### src/hdl/ptb_pkg.sv
// Shared constants and types for the power-of-two timeout bucket core.
package ptb_pkg;

    localparam int NUM_SLOTS_DEF   = 32;
    localparam int ORDER_COUNT_DEF = 8;
    localparam int DEADLINE_W      = 32;
    localparam int SLOT_W          = 5;
    localparam int IN_DATA_W       = 40;
    localparam int OUT_DATA_W      = 8;

    localparam logic CMD_ARM  = 1'b0;
    localparam logic CMD_TICK = 1'b1;

    typedef enum logic [3:0] {
        ST_IDLE   = 4'b0001,
        ST_WALK   = 4'b0010,
        ST_DRAIN  = 4'b0100,
        ST_REPORT = 4'b1000
    } ptb_state_t;

endpackage

### src/hdl/ptb_ram.sv
// Generic single-write, single-read synchronous RAM with registered read data.
module ptb_ram
    import ptb_pkg::*;
#(
    parameter int WIDTH = 8,
    parameter int DEPTH = 32
)
(
    input  logic                                     clk,
    input  logic                                     we,
    input  logic [(DEPTH > 1 ? $clog2(DEPTH) : 1)-1:0] waddr,
    input  logic [WIDTH-1:0]                         wdata,
    input  logic [(DEPTH > 1 ? $clog2(DEPTH) : 1)-1:0] raddr,
    output logic [WIDTH-1:0]                         rdata
);

    logic [WIDTH-1:0] mem_reg [DEPTH];
    logic [WIDTH-1:0] rdata_reg;

    always_ff @(posedge clk)
    begin
        if (we)
        begin
            mem_reg[waddr] <= wdata;
        end
        rdata_reg <= mem_reg[raddr];
    end

    assign rdata = rdata_reg;

endmodule

### src/hdl/ptb_file.sv
// Bucket code selection from remaining ticks and the bank-select bits.
module ptb_file
    import ptb_pkg::*;
#(
    parameter int ORDER_COUNT = ORDER_COUNT_DEF
)
(
    input  logic [DEADLINE_W-1:0]                ticks,
    input  logic [ORDER_COUNT-1:0]               bank_sel,
    output logic [$clog2(2*ORDER_COUNT+1)-1:0]   code
);

    localparam int BW = $clog2(2*ORDER_COUNT+1);
    localparam int OW = $clog2(ORDER_COUNT);

    logic [OW-1:0] order;

    always_comb
    begin
        order = '0;
        for (int i = 1; i < ORDER_COUNT; i++)
        begin
            if ((ticks >> (i + 1)) != '0)
            begin
                order = OW'(i);
            end
        end
    end

    always_comb
    begin
        if (ticks == '0)
        begin
            code = BW'(2*ORDER_COUNT);
        end
        else
        begin
            code = BW'(order) + (bank_sel[order] ? '0 : BW'(ORDER_COUNT));
        end
    end

endmodule

### src/hdl/power_of_two_timeout_buckets_core.sv
// Top level: per-slot deadline timers filed in power-of-two buckets.
// Arm request: result registered on the accepting edge.
// Tick request: walks orders 0..k (k = trailing ones of the old clock, at most
// ORDER_COUNT-1), each walk a pass over all slots through the slot RAM read port, then
// a report scan over the slots emitting one result per abort (one empty result if none).
// Reset: clock and bank bits cleared, per-slot valid flops cleared so all slots idle.
module power_of_two_timeout_buckets_core
    import ptb_pkg::*;
#(
    parameter int NUM_SLOTS   = NUM_SLOTS_DEF,
    parameter int ORDER_COUNT = ORDER_COUNT_DEF
)
(
    input  logic                  clk,
    input  logic                  rst_n,
    input  logic                  s_tvalid,
    output logic                  s_tready,
    input  logic [IN_DATA_W-1:0]  s_tdata,   // slot[4:0], timeout_ticks[36:5]
    input  logic                  s_tuser,   // cmd[0]
    output logic                  m_tvalid,
    input  logic                  m_tready,
    output logic [OUT_DATA_W-1:0] m_tdata,   // aborted_slot[4:0]
    output logic                  m_tuser,   // abort_valid[0]
    output logic                  m_tlast
);

    localparam int SW = NUM_SLOTS > 1 ? $clog2(NUM_SLOTS) : 1;
    localparam int BW = $clog2(2*ORDER_COUNT+1);
    localparam int OW = $clog2(ORDER_COUNT);
    localparam int CW = $clog2(NUM_SLOTS+1);
    localparam int MW = BW + DEADLINE_W;
    localparam logic [BW-1:0] IDLE_CODE = BW'(2*ORDER_COUNT);
    localparam logic [SW-1:0] LAST_SLOT = SW'(NUM_SLOTS-1);

    ptb_state_t state_reg, state_next;

    logic [DEADLINE_W-1:0]  clock_reg, clock_next;
    logic [ORDER_COUNT-1:0] bank_reg, bank_next;
    logic [ORDER_COUNT-1:0] mask_reg, mask_next;
    logic [OW-1:0]          order_reg, order_next;
    logic [BW-1:0]          walk_code_reg, walk_code_next;
    logic [SW-1:0]          idx_reg, idx_next;
    logic [CW-1:0]          remain_reg, remain_next;
    logic [NUM_SLOTS-1:0]   valid_reg, valid_next;
    logic [NUM_SLOTS-1:0]   abort_reg, abort_next;
    logic                   p_valid_reg, p_valid_next;
    logic                   p_slot_vld_reg, p_slot_vld_next;
    logic [SW-1:0]          p_slot_reg, p_slot_next;

    logic                   m_valid_reg, m_valid_next;
    logic [SLOT_W-1:0]      m_slot_reg, m_slot_next;
    logic                   m_user_reg, m_user_next;
    logic                   m_last_reg, m_last_next;

    logic                   out_free;
    logic                   accept;
    logic [SLOT_W-1:0]      in_slot;
    logic [DEADLINE_W-1:0]  in_ticks;
    logic [31:0]            in_slot_ext;
    logic [31:0]            idx_ext;

    logic                   ram_we;
    logic [SW-1:0]          ram_waddr;
    logic [MW-1:0]          ram_wdata;
    logic [MW-1:0]          ram_rdata;
    logic [BW-1:0]          rd_code;
    logic [DEADLINE_W-1:0]  rd_deadline;

    logic [DEADLINE_W-1:0]  file_ticks;
    logic [BW-1:0]          file_code;
    logic [OW-1:0]          order_inc;

    assign in_slot     = s_tdata[4:0];
    assign in_ticks    = s_tdata[36:5];
    assign in_slot_ext = 32'(in_slot);
    assign idx_ext     = 32'(idx_reg);
    assign rd_code     = ram_rdata[MW-1:DEADLINE_W];
    assign rd_deadline = ram_rdata[DEADLINE_W-1:0];
    assign order_inc   = order_reg + 1'b1;

    assign out_free = !m_valid_reg || m_tready;
    assign s_tready = (state_reg == ST_IDLE) && out_free;
    assign accept   = s_tvalid && s_tready;

    assign file_ticks = (state_reg == ST_IDLE) ? in_ticks : (rd_deadline - clock_reg);

    ptb_file #(
        .ORDER_COUNT (ORDER_COUNT)
    ) u_file (
        .ticks    (file_ticks),
        .bank_sel (bank_reg),
        .code     (file_code)
    );

    ptb_ram #(
        .WIDTH (MW),
        .DEPTH (NUM_SLOTS)
    ) u_ram (
        .clk   (clk),
        .we    (ram_we),
        .waddr (ram_waddr),
        .wdata (ram_wdata),
        .raddr (idx_reg),
        .rdata (ram_rdata)
    );

    always_comb
    begin
        state_next      = state_reg;
        clock_next      = clock_reg;
        bank_next       = bank_reg;
        mask_next       = mask_reg;
        order_next      = order_reg;
        walk_code_next  = walk_code_reg;
        idx_next        = idx_reg;
        remain_next     = remain_reg;
        valid_next      = valid_reg;
        abort_next      = abort_reg;
        p_valid_next    = 1'b0;
        p_slot_vld_next = valid_reg[idx_reg];
        p_slot_next     = idx_reg;
        m_valid_next    = m_valid_reg && !m_tready;
        m_slot_next     = m_slot_reg;
        m_user_next     = m_user_reg;
        m_last_next     = m_last_reg;
        ram_we          = 1'b0;
        ram_waddr       = p_slot_reg;
        ram_wdata       = {file_code, rd_deadline};

        // walk evaluation of the slot read last cycle
        if (p_valid_reg && p_slot_vld_reg && rd_code == walk_code_reg)
        begin
            ram_we = 1'b1;
            if (rd_deadline == clock_reg || rd_deadline + 1'b1 == clock_reg)
            begin
                ram_wdata             = {IDLE_CODE, rd_deadline};
                abort_next[p_slot_reg] = 1'b1;
                remain_next           = remain_reg + 1'b1;
            end
        end

        unique case (state_reg)
            ST_IDLE:
            begin
                if (accept)
                begin
                    if (s_tuser == CMD_TICK)
                    begin
                        clock_next     = clock_reg + 1'b1;
                        mask_next      = ORDER_COUNT'(clock_reg ^ (clock_reg + 1'b1));
                        order_next     = '0;
                        walk_code_next = bank_reg[0] ? BW'(ORDER_COUNT) : '0;
                        idx_next       = '0;
                        remain_next    = '0;
                        abort_next     = '0;
                        state_next     = ST_WALK;
                    end
                    else
                    begin
                        m_valid_next = 1'b1;
                        m_slot_next  = '0;
                        m_user_next  = 1'b0;
                        m_last_next  = 1'b1;
                        if (in_slot_ext < 32'(NUM_SLOTS))
                        begin
                            ram_we                        = 1'b1;
                            ram_waddr                     = in_slot_ext[SW-1:0];
                            ram_wdata                     = {file_code, clock_reg + in_ticks};
                            valid_next[in_slot_ext[SW-1:0]] = 1'b1;
                        end
                    end
                end
            end
            ST_WALK:
            begin
                p_valid_next = 1'b1;
                if (idx_reg == LAST_SLOT)
                begin
                    state_next = ST_DRAIN;
                end
                else
                begin
                    idx_next = idx_reg + 1'b1;
                end
            end
            ST_DRAIN:
            begin
                bank_next[order_reg] = !bank_reg[order_reg];
                mask_next            = mask_reg >> 1;
                idx_next             = '0;
                if (mask_reg[1])
                begin
                    order_next     = order_inc;
                    walk_code_next = BW'(order_inc)
                                     + (bank_reg[order_inc] ? BW'(ORDER_COUNT) : '0);
                    state_next     = ST_WALK;
                end
                else
                begin
                    state_next = ST_REPORT;
                end
            end
            ST_REPORT:
            begin
                if (remain_reg == '0)
                begin
                    if (out_free)
                    begin
                        m_valid_next = 1'b1;
                        m_slot_next  = '0;
                        m_user_next  = 1'b0;
                        m_last_next  = 1'b1;
                        state_next   = ST_IDLE;
                    end
                end
                else if (abort_reg[idx_reg])
                begin
                    if (out_free)
                    begin
                        m_valid_next = 1'b1;
                        m_slot_next  = idx_ext[SLOT_W-1:0];
                        m_user_next  = 1'b1;
                        m_last_next  = (remain_reg == CW'(1));
                        remain_next  = remain_reg - 1'b1;
                        idx_next     = idx_reg + 1'b1;
                        if (remain_reg == CW'(1))
                        begin
                            state_next = ST_IDLE;
                        end
                    end
                end
                else
                begin
                    idx_next = idx_reg + 1'b1;
                end
            end
            default:
            begin
                state_next = ST_IDLE;
            end
        endcase
    end

    always_ff @(posedge clk or negedge rst_n)
    begin
        if (!rst_n)
        begin
            state_reg   <= ST_IDLE;
            clock_reg   <= '0;
            bank_reg    <= '0;
            valid_reg   <= '0;
            p_valid_reg <= 1'b0;
            m_valid_reg <= 1'b0;
            mask_reg    <= '0;
            order_reg   <= '0;
            idx_reg     <= '0;
            remain_reg  <= '0;
        end
        else
        begin
            state_reg   <= state_next;
            clock_reg   <= clock_next;
            bank_reg    <= bank_next;
            valid_reg   <= valid_next;
            p_valid_reg <= p_valid_next;
            m_valid_reg <= m_valid_next;
            mask_reg    <= mask_next;
            order_reg   <= order_next;
            idx_reg     <= idx_next;
            remain_reg  <= remain_next;
        end
    end

    always_ff @(posedge clk)
    begin
        walk_code_reg  <= walk_code_next;
        abort_reg      <= abort_next;
        p_slot_vld_reg <= p_slot_vld_next;
        p_slot_reg     <= p_slot_next;
        m_slot_reg     <= m_slot_next;
        m_user_reg     <= m_user_next;
        m_last_reg     <= m_last_next;
    end

    assign m_tvalid = m_valid_reg;
    assign m_tdata  = OUT_DATA_W'(m_slot_reg);
    assign m_tuser  = m_user_reg;
    assign m_tlast  = m_last_reg;

endmodule

### config.mk
export PLATFORM = sky130hd
export DESIGN_NAME = power_of_two_timeout_buckets_core
export DESIGN_NICKNAME = d
export VERILOG_FILES = /design/src/hdl/ptb_pkg.sv /design/src/hdl/ptb_ram.sv /design/src/hdl/ptb_file.sv /design/src/hdl/power_of_two_timeout_buckets_core.sv
export SDC_FILE = /design/constraint.sdc
export NUM_CORES = 2
export LEC_CHECK = 0
export ABC_AREA = 0
export ABC_CLOCK_PERIOD_IN_PS = 14370
export BUFFER_PORTS_ARGS = -buffer_cell sky130_fd_sc_hd__buf_2
export CAP_MARGIN = 20
export CELL_PAD_IN_SITES_DETAIL_PLACEMENT = 0
export CELL_PAD_IN_SITES_GLOBAL_PLACEMENT = 2
export CORE_ASPECT_RATIO = 1.25
export CORE_MARGIN = 2
export CORE_UTILIZATION = 40
export CTS_BUF_LIST = sky130_fd_sc_hd__clkbuf_8 sky130_fd_sc_hd__clkbuf_16
export DETAILED_ROUTE_END_ITERATION = 8
export PLACE_DENSITY_LB_ADDON = 0.3
export RECOVER_POWER = 100
export SKIP_CTS_REPAIR_TIMING = 1
export SYNTH_ARGS = -nofsm -noshare
export SYNTH_HDL_FRONTEND = slang
export SYNTH_SLANG_ARGS = --single-unit
### constraint.sdc
create_clock -name clk -period 14.37 [get_ports clk]
set_clock_uncertainty 0.05 [all_clocks]
set_input_delay 2.874 -clock clk [delete_from_list [all_inputs] [get_ports clk]]
set_output_delay 2.874 -clock clk [all_outputs]
set_load 0.01 [all_outputs]
==> reports/results.txt <==
WP buf/inv: 3
Sequential power share: 0.468
Half-perimeter wire length after detailed placement: 86.6 mm
Wire length per cell after detailed routing: 28.1 microns
Yosys cell types: 96
Period minus WS final: 9.17 ns
Number of flip-flops in the largest register: 1184
Sink count of the clock tree: 1369
Overall global routing resource usage: 0.209
Post-route core utilization: 0.448
Vias in the first global route: 32500
Rel. slew slack: -1.76
Clock Path Buffers: 3
Worst path most repeated cell: clkbuf_1
Status: finished with violations
Core Region: 144000 sq um
Power share of the combinational group: 0.218
Routed wire length: 153 mm
Required time worst endpoint: 14.63 ns
Final Cycle Share: 0.638
Number of vias per cell after detailed routing: 5.74
CP peak stage delay: 1.99 ns
Maximum number of pins on one net before global-route repair: 150
Setup repair after global routing missed its margin: false
Element type at the critical path start: primary input
Switching part of the total: 0.287
Final layout net count: 3559
Number of hold violations in the final report: 0
Number of standard-cell rows in the floorplan: 156
Synthesis-to-finish area growth: 11.6%
Fraction of met3 tracks used by global routing: 0.0337
Most frequent standard cell in the layout excluding fill and tap cells: edfxtp_1
CP cell instances: clkbuf_1 > nand2b_1 > nand2_1 > nor3_1 > clkbuf_1 > mux2i_1 > or2_0 > nor2_1 > clkbuf_1
Mapped Cells: 3315
Worst Hold Path Cells: 1
Placer's final routability congestion estimate: 0.861
Slack of the worst reg-to-reg path: 6.08 ns
Cell depth of the worst setup path: 9
Total power per unit cell area: 166 nW/um^2
Number of clock buffers inserted by TritonCTS: 135
Peak supply drop: 0.102 mV
Final worst-path setup slack: 5.20 ns
Switching power total: 3.08 mW
Netlist area before placement: 58000 sq um
Crit Path Max Fanout: 24
First-pass GRT wire length: 222 mm
FF-to-FF path depth: 7
Clock-pin slew on the worst setup and hold paths: 0.06 ns
Number of storage elements in the synthesis netlist: 1369
Maximum clock frequency: 0.109 GHz
Total via count in the routed design: 31300
Die boundary width: 344 microns
Setup-failing EPs final: 0
Total iterations of the first detailed-routing run: 7
Starting Density: 0.402
Final Max Tran Viols: 1649
Capture instance of the worst register-to-register path: u_ram.rdata[19]
DRC violation count after routing: 0
Post-placement worst setup slack: 6.22 ns
Slew at the pin closest to its max-slew limit: 4.15 ns
Met2 Track Usage GR: 0.368
Number of synthesized flops with an enable pin: 1195
Part of the Yosys area used for sequential elements: 0.688
Number of buffers inserted by port buffering: 50
Reported max-cap violation count: 51
Die height: 430 microns
Die Outline Area: 148000 sq um
Mean Syn Cell Area: 17.5 sq um
Kind of critical path: in -> reg
Launch point of the worst hold path: valid_reg[17]
Number of levels in the clock H-tree: 4
Kind of path behind the tightest hold check: reg -> reg
Top library cells by usage in the layout, fill and taps aside: edfxtp_1 (1195), mux4_2 (394), nand2_1 (261), nor2_1 (149), clkbuf_16 (136)
Global Route met1 Usage: 0.266
Total congestion overflow: 0
Top Usage Layer GRT: met2
Yosys synthesis warning count: 0
CTS Root Buffer Type: clkbuf_16
TritonCTS clock tree: done
Reported leakage power: 21.2 nW
Cell with the biggest individual delay on the critical path: clkbuf_1
Reg2Reg Launch Point: idx_reg[0]
Aggregate negative setup slack: 0 ns
Failing checks: max-capacitance violations, max-slew violations
CP top delay family: buffers and inverters
Internal Pwr Total: 7.65 mW
FFs w/ async S/R, synth: 0.0723
Proportion of layout cells with a drive suffix above 1: 0.205
Critical path capture point type: flop
Initial antenna violation count: 3
Top_reg_cell synth: edfxtp_1
Worst min-delay path endpoint: valid_reg[17]
Insertion delay to the later sink of the worst-skew pair: 0.78 ns
Iteration-0 DRC Markers: 2813
Num ports: 57
Antenna Violating Nets Remaining: 0
Worst path arrival time: 9.44 ns
Clock share of power: 0.314
==> metal layers <==
layer | up-vias | share of wire
met1 | 16600 | 0.39
met2 | 988 | 0.53
met3 | 209 | 0.059
met4 | 0 | 0.024
li1 | 13500 | -
met5 | - | 0
==> metrics by stage <==
stage / total power [mW] / std cells / cell area (sq um) / hold WS [ns]
5_1_grt: 11.2 / 5447 / 64700 / 0.415
2_1_floorplan: 6.71 / 3317 / 58000 / 0.319
6_report: 10.7 / 5449 / 64700 / 0.405
3_5_place_dp: 7.46 / 5180 / 61000 / 0.391
4_1_cts: 10.8 / 5425 / 65200 / 0.405
3_3_place_gp: 7.37 / 5176 / 60900 / 0.383
==> synth_stat cells, types with 32 or more instances <==
master | n | share of area
a21oi_1 | 119 | 0.010
nand3_1 | 49 | 0.0042
dfxtp_1 | 75 | 0.026
clkbuf_1 | 115 | 0.0074
nand2_1 | 261 | 0.017
o21ai_0 | 86 | 0.0074
ha_1 | 70 | 0.015
a21o_1 | 45 | 0.0058
mux4_2 | 394 | 0.15
nor2_1 | 162 | 0.010
xor2_1 | 49 | 0.0074
edfxtp_1 | 1195 | 0.62
xnor2_1 | 70 | 0.011
nor3_1 | 32 | 0.0028
dfrtp_1 | 98 | 0.042
inv_1 | 61 | 0.0040
==> cells by family (layout without fill, tap and decap cells) <==
kind of cell,Yosys count,after routing,share of synthesized area
other,1,6,0.0000647
multiplexers,428,428,0.159
XOR/XNOR,119,119,0.0180
AND/OR/NAND/NOR,700,700,0.0579
AO/OA/AOI/OAI,403,403,0.0446
adder cells (fa/ha/maj),72,72,0.0158
buffers and inverters,223,456,0.0165
flip-flops,1369,1369,0.688
==> how the worst max path moves through the flow <==
stage / end / slack [ns] / from
6_report: u_ram.mem_reg[15][7] / 5.20 / m_tready
4_1_cts: u_ram.mem_reg[21][29] / 7.07 / s_tdata[6]
3_5_place_dp: u_ram.mem_reg[22][29] / 6.22 / s_tdata[6]
2_1_floorplan: u_ram.mem_reg[0][31] / 6.95 / s_tdata[6]
5_1_grt: u_ram.rdata[19] / 4.86 / idx_reg[0]
3_3_place_gp: u_ram.mem_reg[12][29] / 6.30 / s_tdata[6]
==> power groups by stage <==
stage	registers [mW]	logic (mW)	clock network, mW
after floorplan	5.00	1.71	0
after global placement	5.08	2.29	0
after detailed placement	5.09	2.37	0
after CTS	5.01	2.38	3.44
after global routing	5.04	2.56	3.59
final	5.02	2.33	3.37
==> final cells by class <==
cell class | count | area, sq um
fill | 12400 | 79600
timing repair buffer | 150 | 728
clock inverter | 105 | 744
sequential | 1369 | 39900
multi-input combinational | 1725 | 17300
clock buffer | 140 | 3460
tap | 1896 | 2370
antenna | 3 | 7.51
inverter | 61 | 229
(Power assumes the default switching activity.)
